**src/design/tdsf_pkg.sv**
```systemverilog
// Shared types and constants for the time-of-flight distance spike filter.
// Used by tdsf_step and tof_distance_spike_filter_unit; no dependencies.
`timescale 1ns / 1ps

package tdsf_pkg;

  localparam int unsigned Window   = 3;
  localparam int unsigned ChanW    = 3;
  localparam int unsigned DistW    = 13;
  localparam int unsigned RunW     = 4;
  localparam int unsigned PtrW     = 2;
  localparam int unsigned TimeW    = 32;
  localparam int unsigned TimeoutW = 16;
  localparam int unsigned CfgIdxW  = 2;
  localparam int unsigned CfgDataW = 16;

  localparam logic [DistW-1:0]    FarMm          = 13'd8190;
  localparam logic [DistW-1:0]    SpikeJumpRst   = 13'd400;
  localparam logic [DistW-1:0]    NearLimitRst   = 13'd1500;
  localparam logic [RunW-1:0]     HoldCountRst   = 4'd2;
  localparam logic [TimeoutW-1:0] StaleTimeoutRst = 16'd200;
  localparam logic [RunW-1:0]     RunMax         = 4'd15;

  typedef enum logic [CfgIdxW-1:0] {
    REG_SPIKE_JUMP    = 2'd0,
    REG_NEAR_LIMIT    = 2'd1,
    REG_HOLD_COUNT    = 2'd2,
    REG_STALE_TIMEOUT = 2'd3
  } cfg_reg_e;

  typedef struct packed {
    logic [DistW-1:0]    spike_jump;
    logic [DistW-1:0]    near_limit;
    logic [RunW-1:0]     hold_count;
    logic [TimeoutW-1:0] stale_timeout;
  } cfg_t;

  typedef struct packed {
    logic [Window-1:0][DistW-1:0] ring;
    logic [PtrW-1:0]              ptr;
    logic [DistW-1:0]             last_good;
    logic [RunW-1:0]              spike_run;
    logic [TimeW-1:0]             last_seen;
    logic [DistW-1:0]             reported;
  } chan_state_t;

  typedef struct packed {
    logic [DistW-1:0] dist_mm;
    logic             held;
    logic             stale;
  } result_t;

  function automatic logic [DistW-1:0] median3(input logic [DistW-1:0] a,
                                               input logic [DistW-1:0] b,
                                               input logic [DistW-1:0] c);
    logic ab;
    logic bc;
    logic ac;
    logic [DistW-1:0] m;
    ab = (a > b);
    bc = (b > c);
    ac = (a > c);
    if (ab == bc) begin
      m = b;
    end else if (ab != ac) begin
      m = a;
    end else begin
      m = c;
    end
    return m;
  endfunction

endpackage

```
**src/design/tof_distance_spike_filter_unit.sv**
```systemverilog
// An input transfer is registered in the input stage, and its result in the
// result stage, which drives the outputs. Throughput: one poll per cycle unless
// the output stalls; the per-channel state in flip-flops is read and updated in
// the same cycle, so polls of one channel may follow back to back.
// Reset: asynchronous, active low; clears the stage valid flags, loads default
// settings, and returns every channel to zero ring, far last-good/report,
// never seen. Depends on tdsf_pkg and tdsf_step.
`timescale 1ns / 1ps

module tof_distance_spike_filter_unit #(
  parameter int unsigned CHANNELS = 5
) (
  input  logic                              clk_i,
  input  logic                              rst_ni,
  input  logic                              in_valid_i,
  output logic                              in_stall_o,
  input  logic [tdsf_pkg::ChanW-1:0]        chan_i,
  input  logic                              sample_valid_i,
  input  logic [tdsf_pkg::DistW-1:0]        raw_mm_i,
  input  logic                              median_mode_i,
  input  logic [tdsf_pkg::TimeW-1:0]        now_ms_i,
  output logic                              out_valid_o,
  input  logic                              out_stall_i,
  output logic [tdsf_pkg::ChanW-1:0]        out_chan_o,
  output logic [tdsf_pkg::DistW-1:0]        dist_mm_o,
  output logic                              spike_held_o,
  output logic                              stale_o,
  input  logic                              cfg_valid_i,
  output logic                              cfg_ready_o,
  input  logic [tdsf_pkg::CfgIdxW-1:0]      cfg_index_i,
  input  logic [tdsf_pkg::CfgDataW-1:0]     cfg_data_i
);
  import tdsf_pkg::*;

  localparam int unsigned ChIdxW = (CHANNELS > 1) ? $clog2(CHANNELS) : 1;

  cfg_t                        cfg_q;
  chan_state_t [CHANNELS-1:0]  state_q;
  chan_state_t                 cur_state;
  chan_state_t                 nxt_state;
  result_t                     step_res;
  result_t                     res_d;

  logic                        in_valid_q;
  logic [ChanW-1:0]            chan_q;
  logic                        sample_valid_q;
  logic [DistW-1:0]            raw_mm_q;
  logic                        median_mode_q;
  logic [TimeW-1:0]            now_ms_q;

  logic                        out_valid_q;
  logic [ChanW-1:0]            out_chan_q;
  result_t                     res_q;

  logic                        advance;
  logic                        fire;
  logic                        in_range;
  logic [ChIdxW-1:0]           ch_idx;

  assign advance    = !out_valid_q || !out_stall_i;
  assign fire       = in_valid_q && advance;
  assign in_stall_o = in_valid_q && !advance;
  assign in_range   = (32'(chan_q) < CHANNELS);
  assign ch_idx     = ChIdxW'(chan_q);
  assign cur_state  = in_range ? state_q[ch_idx] : '0;

  tdsf_step u_step (
    .cfg_i          (cfg_q),
    .state_i        (cur_state),
    .sample_valid_i (sample_valid_q),
    .raw_mm_i       (raw_mm_q),
    .median_mode_i  (median_mode_q),
    .now_ms_i       (now_ms_q),
    .state_o        (nxt_state),
    .result_o       (step_res)
  );

  assign res_d = in_range ? step_res : '{dist_mm: FarMm, held: 1'b0, stale: 1'b0};

  // configuration
  assign cfg_ready_o = 1'b1;

  always_ff @(posedge clk_i or negedge rst_ni) begin
    if (!rst_ni) begin
      cfg_q.spike_jump    <= SpikeJumpRst;
      cfg_q.near_limit    <= NearLimitRst;
      cfg_q.hold_count    <= HoldCountRst;
      cfg_q.stale_timeout <= StaleTimeoutRst;
    end else if (cfg_valid_i && cfg_ready_o) begin
      case (cfg_reg_e'(cfg_index_i))
        REG_SPIKE_JUMP:    cfg_q.spike_jump    <= cfg_data_i[DistW-1:0];
        REG_NEAR_LIMIT:    cfg_q.near_limit    <= cfg_data_i[DistW-1:0];
        REG_HOLD_COUNT:    cfg_q.hold_count    <= cfg_data_i[RunW-1:0];
        REG_STALE_TIMEOUT: cfg_q.stale_timeout <= cfg_data_i[TimeoutW-1:0];
        default: ;
      endcase
    end
  end

  // input stage
  always_ff @(posedge clk_i or negedge rst_ni) begin
    if (!rst_ni) begin
      in_valid_q <= 1'b0;
    end else if (!in_stall_o) begin
      in_valid_q <= in_valid_i;
    end
  end

  always_ff @(posedge clk_i) begin
    if (!in_stall_o) begin
      chan_q         <= chan_i;
      sample_valid_q <= sample_valid_i;
      raw_mm_q       <= raw_mm_i;
      median_mode_q  <= median_mode_i;
      now_ms_q       <= now_ms_i;
    end
  end

  // channel state
  always_ff @(posedge clk_i or negedge rst_ni) begin
    if (!rst_ni) begin
      for (int c = 0; c < CHANNELS; c++) begin
        state_q[c].ring      <= '0;
        state_q[c].ptr       <= '0;
        state_q[c].last_good <= FarMm;
        state_q[c].spike_run <= '0;
        state_q[c].last_seen <= '0;
        state_q[c].reported  <= FarMm;
      end
    end else if (fire && in_range) begin
      for (int c = 0; c < CHANNELS; c++) begin
        if (ch_idx == ChIdxW'(c)) begin
          state_q[c] <= nxt_state;
        end
      end
    end
  end

  // result stage
  always_ff @(posedge clk_i or negedge rst_ni) begin
    if (!rst_ni) begin
      out_valid_q <= 1'b0;
    end else if (advance) begin
      out_valid_q <= in_valid_q;
    end
  end

  always_ff @(posedge clk_i) begin
    if (fire) begin
      out_chan_q <= chan_q;
      res_q      <= res_d;
    end
  end

  assign out_valid_o  = out_valid_q;
  assign out_chan_o   = out_chan_q;
  assign dist_mm_o    = res_q.dist_mm;
  assign spike_held_o = res_q.held;
  assign stale_o      = res_q.stale;

endmodule

```
**src/design/tdsf_step.sv**
```systemverilog
// Per-poll update of one channel: median ring, spike hold and stale timeout.
// Combinational; depends on tdsf_pkg.
`timescale 1ns / 1ps

module tdsf_step (
  input  tdsf_pkg::cfg_t                     cfg_i,
  input  tdsf_pkg::chan_state_t              state_i,
  input  logic                               sample_valid_i,
  input  logic [tdsf_pkg::DistW-1:0]         raw_mm_i,
  input  logic                               median_mode_i,
  input  logic [tdsf_pkg::TimeW-1:0]         now_ms_i,
  output tdsf_pkg::chan_state_t              state_o,
  output tdsf_pkg::result_t                  result_o
);
  import tdsf_pkg::*;

  logic [PtrW-1:0]              ptr_cur;
  logic [PtrW-1:0]              ptr_inc;
  logic [PtrW-1:0]              ptr_nxt;
  logic [Window-1:0][DistW-1:0] ring_new;
  logic [DistW-1:0]             med;
  logic                         rise;
  logic                         spike;
  logic [RunW-1:0]              run_inc;
  logic [TimeW-1:0]             age;
  logic                         timed_out;

  always_comb begin
    ptr_cur = (32'(state_i.ptr) >= Window) ? '0 : state_i.ptr;
    ptr_inc = ptr_cur + 1'b1;
    ptr_nxt = (32'(ptr_inc) >= Window) ? '0 : ptr_inc;
    for (int i = 0; i < Window; i++) begin
      ring_new[i] = (32'(ptr_cur) == i) ? raw_mm_i : state_i.ring[i];
    end
    med = median3(ring_new[0], ring_new[1], ring_new[2]);
  end

  assign rise      = (raw_mm_i > state_i.last_good) &&
                     ((raw_mm_i - state_i.last_good) > cfg_i.spike_jump);
  assign spike     = rise && (state_i.last_good < cfg_i.near_limit);
  assign run_inc   = (state_i.spike_run == RunMax) ? RunMax : state_i.spike_run + 1'b1;
  assign age       = now_ms_i - state_i.last_seen;
  assign timed_out = (state_i.last_seen != '0) && (age > TimeW'(cfg_i.stale_timeout));

  always_comb begin
    state_o  = state_i;
    result_o = '{dist_mm: state_i.reported, held: 1'b0, stale: 1'b0};
    if (sample_valid_i) begin
      if (median_mode_i) begin
        state_o.ring      = ring_new;
        state_o.ptr       = ptr_nxt;
        state_o.last_good = med;
        result_o.dist_mm  = med;
      end else if (spike) begin
        state_o.spike_run = run_inc;
        if (run_inc <= cfg_i.hold_count) begin
          result_o.dist_mm = state_i.last_good;
          result_o.held    = 1'b1;
        end else begin
          state_o.last_good = raw_mm_i;
          result_o.dist_mm  = raw_mm_i;
        end
      end else begin
        state_o.spike_run = '0;
        state_o.last_good = raw_mm_i;
        result_o.dist_mm  = raw_mm_i;
      end
      state_o.reported  = result_o.dist_mm;
      state_o.last_seen = now_ms_i;
    end else if (timed_out) begin
      state_o.reported = FarMm;
      result_o.dist_mm = FarMm;
      result_o.stale   = 1'b1;
    end
  end

endmodule

```
**config.mk**
```make
export PLATFORM = sky130hd
export DESIGN_NAME = tof_distance_spike_filter_unit
export DESIGN_NICKNAME = d
export VERILOG_FILES = /design/src/design/tdsf_pkg.sv /design/src/design/tof_distance_spike_filter_unit.sv /design/src/design/tdsf_step.sv
export SDC_FILE = /design/constraint.sdc
export NUM_CORES = 1
export LEC_CHECK = 0
export ABC_AREA = 0
export BUFFER_PORTS_ARGS = -buffer_cell sky130_fd_sc_hd__buf_2
export CAP_MARGIN = 20
export CORE_MARGIN = 2
export CORE_UTILIZATION = 45
export DETAILED_ROUTE_END_ITERATION = 6
export PLACE_DENSITY = 0.61
export RECOVER_POWER = 50
export SYNTH_ARGS = -nofsm -noshare
export SYNTH_HDL_FRONTEND = slang
export SYNTH_HIERARCHICAL = 1
export SYNTH_SLANG_ARGS = --single-unit
```
**constraint.sdc**
```tcl
create_clock -name clk_i -period 10.3 [get_ports clk_i]
set_clock_uncertainty 0.15 [all_clocks]
set_input_delay 1.545 -clock clk_i [delete_from_list [all_inputs] [get_ports clk_i]]
set_output_delay 1.545 -clock clk_i [all_outputs]
set_load 0.03 [all_outputs]
```
==> metrics.log <==
INFO  metric status = complete, but fails checks
INFO  metric failed_checks = max-capacitance violations, max-slew violations
INFO  metric final_count_of_negative_setup_slack_endpoints = 0
INFO  metric tritoncts = built
INFO  metric initial_core_util = 0.455
INFO  metric grt_pass1_wl = 144000 um
INFO  metric synth_seq_cells = 631
INFO  metric dr_total_vias = 22900
INFO  metric areaGrowthSynthToFinish = 10.7%
INFO  metric crit_type = in2async
INFO  metric coreArea = 0.0746 mm2
INFO  metric cts-resized-gates = 0
INFO  metric place.port_buffers = 92
INFO  metric fmax = 0.126 GHz
INFO  metric critical_path.endpoint_type = async pin
INFO  metric clkSlewWorstSetupHoldPaths = 0.06 ns
INFO  metric floorplan.die_area = 0.0776 mm2
INFO  metric finalHoldViolations = 0
INFO  metric nNetsFinal = 3038
INFO  metric worst_pin_slew = 7.02 ns
INFO  metric critPathRequiredTime = 10.80 ns
INFO  metric std_cell_rows = 100
INFO  metric min_delay_worst_endpoint = state_q[144]
INFO  metric antenna_left = 0
INFO  metric min_delay_path_depth = 1
INFO  metric antenna_found_initial = 2
INFO  metric clockPowerShare = 0.273
INFO  metric finalCriticalPeriod = 7.92 ns
INFO  metric slew-limit-headroom = -3.68
INFO  metric r2r.worst_path.cells = 19
INFO  metric cellInternalPower = 6.06 mW
INFO  metric clock_tree.htree_level_count = 3
INFO  metric r2r-end = dist_mm_o[8]
INFO  metric synth_fp_nets = 2994
INFO  metric fillCellCount = 6513
INFO  metric timing.reg2reg.setup_slack = 2.47 ns
INFO  metric first_pass_iters = 7
INFO  metric vias_in_the_first_global_route = 24200
INFO  metric layout-drive-gt1-share = 0.260
INFO  metric ioPinCount = 94
INFO  metric fin_setup_tns = 0 ns
INFO  metric slew_viol_final = 204
INFO  metric globalRouteTotalUtil = 0.238
INFO  metric cellPowerDensity = 242 mW/mm2
INFO  metric min_period_over_period = 0.768
INFO  metric critPathArrivalTime = 8.42 ns
INFO  metric cts-root-to-sink-buffers = 3
INFO  metric worstReg2RegStart = ch_idx[0]
INFO  metric sequential_fraction_of_the_synthesis_area = 0.481
INFO  metric synth_flop_cell = dfrtp_1
INFO  metric cp-start-kind = input port
INFO  metric place_hpwl = 60100 um
INFO  metric async_flop_share = 0.892
INFO  metric power.ir.vdd_worst = 161 uV
INFO  metric combinationalPowerShare = 0.319
INFO  metric post_synth.cell_area_avg = 12.2 um2
INFO  metric hold_path_startpoint = state_q[144]
INFO  metric die_w = 279 um
INFO  metric cts_sinks = 631
INFO  metric combined_area_of_all_synthesized_cells = 0.0339 mm2
INFO  metric hold_buffers = 0
INFO  metric min-delay-path-class = reg2reg
INFO  metric synthDistinctLibCells = 75
INFO  metric wl_per_cell = 23.8 um
INFO  metric cp_max_fo = 126
INFO  metric clockRootBuffer = clkbuf_16
INFO  metric drc = 0
INFO  metric drt_wl_total = 92000 um
INFO  metric postSynthCellCount = 2788
INFO  metric total_leakage_power = 17.1 nW
INFO  metric tritoncts.num_buffers = 71
INFO  metric antenna_diode_instance_count = 0
INFO  metric detail_route.iter0.violations = 1453
INFO  metric fp.dieH = 279 um
INFO  metric synthesis.yosys.warnings = 6
INFO  metric power.switching = 3.03 mW
INFO  metric via_per_inst = 5.93
INFO  metric rsz0062_at_grt = false
INFO  metric report.power.total = 9.09 mW
INFO  metric grt_overflow_total = 0
INFO  metric cts_setup_buffers = 0
INFO  metric synth-edff-count = 68
INFO  metric largest_net_degree_at_the_start_of_global_routing = 127
INFO  metric max_cap_violation_count = 5
INFO  metric gpl.final_weighted_congestion = 0.936
INFO  metric p_sw_frac = 0.333
INFO  metric clk_lat_worst_skew = 0.64 ns
INFO  metric share_seq_of_total_power = 0.408
## synthesized netlist by cell type (22+ instances only)
library cell | instances | area share
edfxtp_1 | 68 | 0.060
nor2_1 | 45 | 0.0050
nand2b_1 | 35 | 0.0065
a21oi_1 | 63 | 0.0093
buf_2 | 78 | 0.012
clkbuf_1 | 47 | 0.0052
nand2_1 | 112 | 0.012
inv_1 | 130 | 0.014
mux2i_1 | 170 | 0.050
nand3_1 | 22 | 0.0032
buf_1 | 25 | 0.0028
mux2_2 | 353 | 0.12
mux2_1 | 324 | 0.11
dfrtp_1 | 429 | 0.32
nand4_1 | 34 | 0.0063
dfstp_2 | 134 | 0.10
ha_1 | 131 | 0.048
o21ai_0 | 186 | 0.027
a22oi_1 | 118 | 0.026
## cell families (layout without fill, tap and decap cells)
| kind of cell | Yosys count | after routing | share of synthesized area |
|---|---|---|---|
| DFF | 631 | 631 | 0.481 |
| and+or+nand+nor | 331 | 331 | 0.0492 |
| adders and majority gates | 133 | 133 | 0.0495 |
| buffers and inverters | 300 | 401 | 0.0385 |
| other | 1 | 1 | 0.000111 |
| AOI/OAI and AO/OA | 516 | 516 | 0.0994 |
| xor gates and xnor gates | 29 | 29 | 0.00771 |
| muxes | 847 | 847 | 0.275 |
## power by group through the flow
stage,Sequential [mW],Clock [mW],Combinational (mW)
2_1_floorplan,3.62,0,2.15
3_3_place_gp,3.69,0,2.79
3_5_place_dp,3.74,0,2.88
4_1_cts,3.70,2.54,2.90
5_1_grt,3.78,2.63,3.19
6_report,3.71,2.48,2.90
## state kept, by name (all words and copies together) (netlist names)
| name | cells |
|---|---|
| cfg_q | 46 |
| ch_idx | 3 |
| dist_mm_o | 13 |
| in_valid_q | 1 |
| median_mode_q | 1 |
| now_ms_q | 32 |
| out_chan_o | 3 |
| out_valid_o | 1 |
| raw_mm_q | 13 |
| sample_valid_q | 1 |
| spike_held_o | 1 |
| stale_o | 1 |
| state_q | 515 |
## cell usage in the layout (no fill, tap or decap), drive strengths merged, types with 5 or more instances in the layout
| cell | instances |
|---|---|
| a211oi | 7 |
| a21boi | 8 |
| a21o | 21 |
| a21oi | 69 |
| a22oi | 118 |
| and2 | 6 |
| and3 | 7 |
| buf | 126 |
| clkbuf | 115 |
| clkinv | 21 |
| dfrtp | 429 |
| dfstp | 134 |
| edfxtp | 68 |
| ha | 131 |
| inv | 133 |
| mux2 | 677 |
| mux2i | 170 |
| nand2 | 112 |
| nand2b | 35 |
| nand3 | 22 |
| nand4 | 34 |
| nor2 | 46 |
| nor2b | 21 |
| nor3 | 16 |
| nor4 | 15 |
| o2111ai | 16 |
| o211ai | 11 |
| o21a | 16 |
| o21ai | 203 |
| o221ai | 12 |
| o31a | 7 |
| or3 | 5 |
| xnor2 | 19 |
| xor2 | 10 |
## worst max-delay path: stages
cell      delay (ns)
clkbuf_1        4.70
buf_4           1.28
buf_4           0.76
## routing by layer
metal / share of wire / GRT usage / vias up
met5: 0 / 0 / -
met4: 0.029 / 0.0700 / 0
met3: 0.039 / 0.0319 / 153
met2: 0.49 / 0.414 / 532
met1: 0.44 / 0.310 / 11900
li1: - / - / 10300
## metrics by stage
| stage | util | std cells | setup WS, ns | hold slack [ns] | cell area (um2) |
|---|---|---|---|---|---|
| final | 0.503 | 3858 | 2.38 | 0.338 | 37500 |
| after global routing | 0.503 | 3858 | 1.10 | 0.347 | 37500 |
| after CTS | 0.503 | 3855 | 2.40 | 0.340 | 37500 |
| after detailed placement | 0.473 | 3725 | 2.44 | 0.327 | 35200 |
| after global placement | 0.472 | 3724 | 2.52 | 0.317 | 35200 |
| after floorplan | - | 2788 | 4.38 | 0.309 | 33900 |
## area by class of cell
cell class / count / area (um2) / area share
multi-input combinational: 1857 / 16400 / 0.436
sequential: 631 / 16300 / 0.434
clock buffer: 100 / 2000 / 0.0532
tap: 969 / 1210 / 0.0323
timing repair buffer: 141 / 913 / 0.0243
inverter: 130 / 488 / 0.0130
clock inverter: 30 / 269 / 0.00717
## worst max path at each step
| stage | startpoint | slack [ns] | cells after the start | end |
|---|---|---|---|---|
| 2_1_floorplan | ch_idx[0] | 4.38 | 28 | state_q[106] |
| 3_3_place_gp | ch_idx[0] | 2.52 | 19 | dist_mm_o[5] |
| 3_5_place_dp | ch_idx[0] | 2.44 | 19 | dist_mm_o[5] |
| 4_1_cts | ch_idx[0] | 2.40 | 19 | dist_mm_o[5] |
| 5_1_grt | rst_ni | 1.10 | 3 | state_q[436] |
| 6_report | rst_ni | 2.38 | 3 | state_q[437] |
No activity file was read; power rests on OpenSTA's default activity.
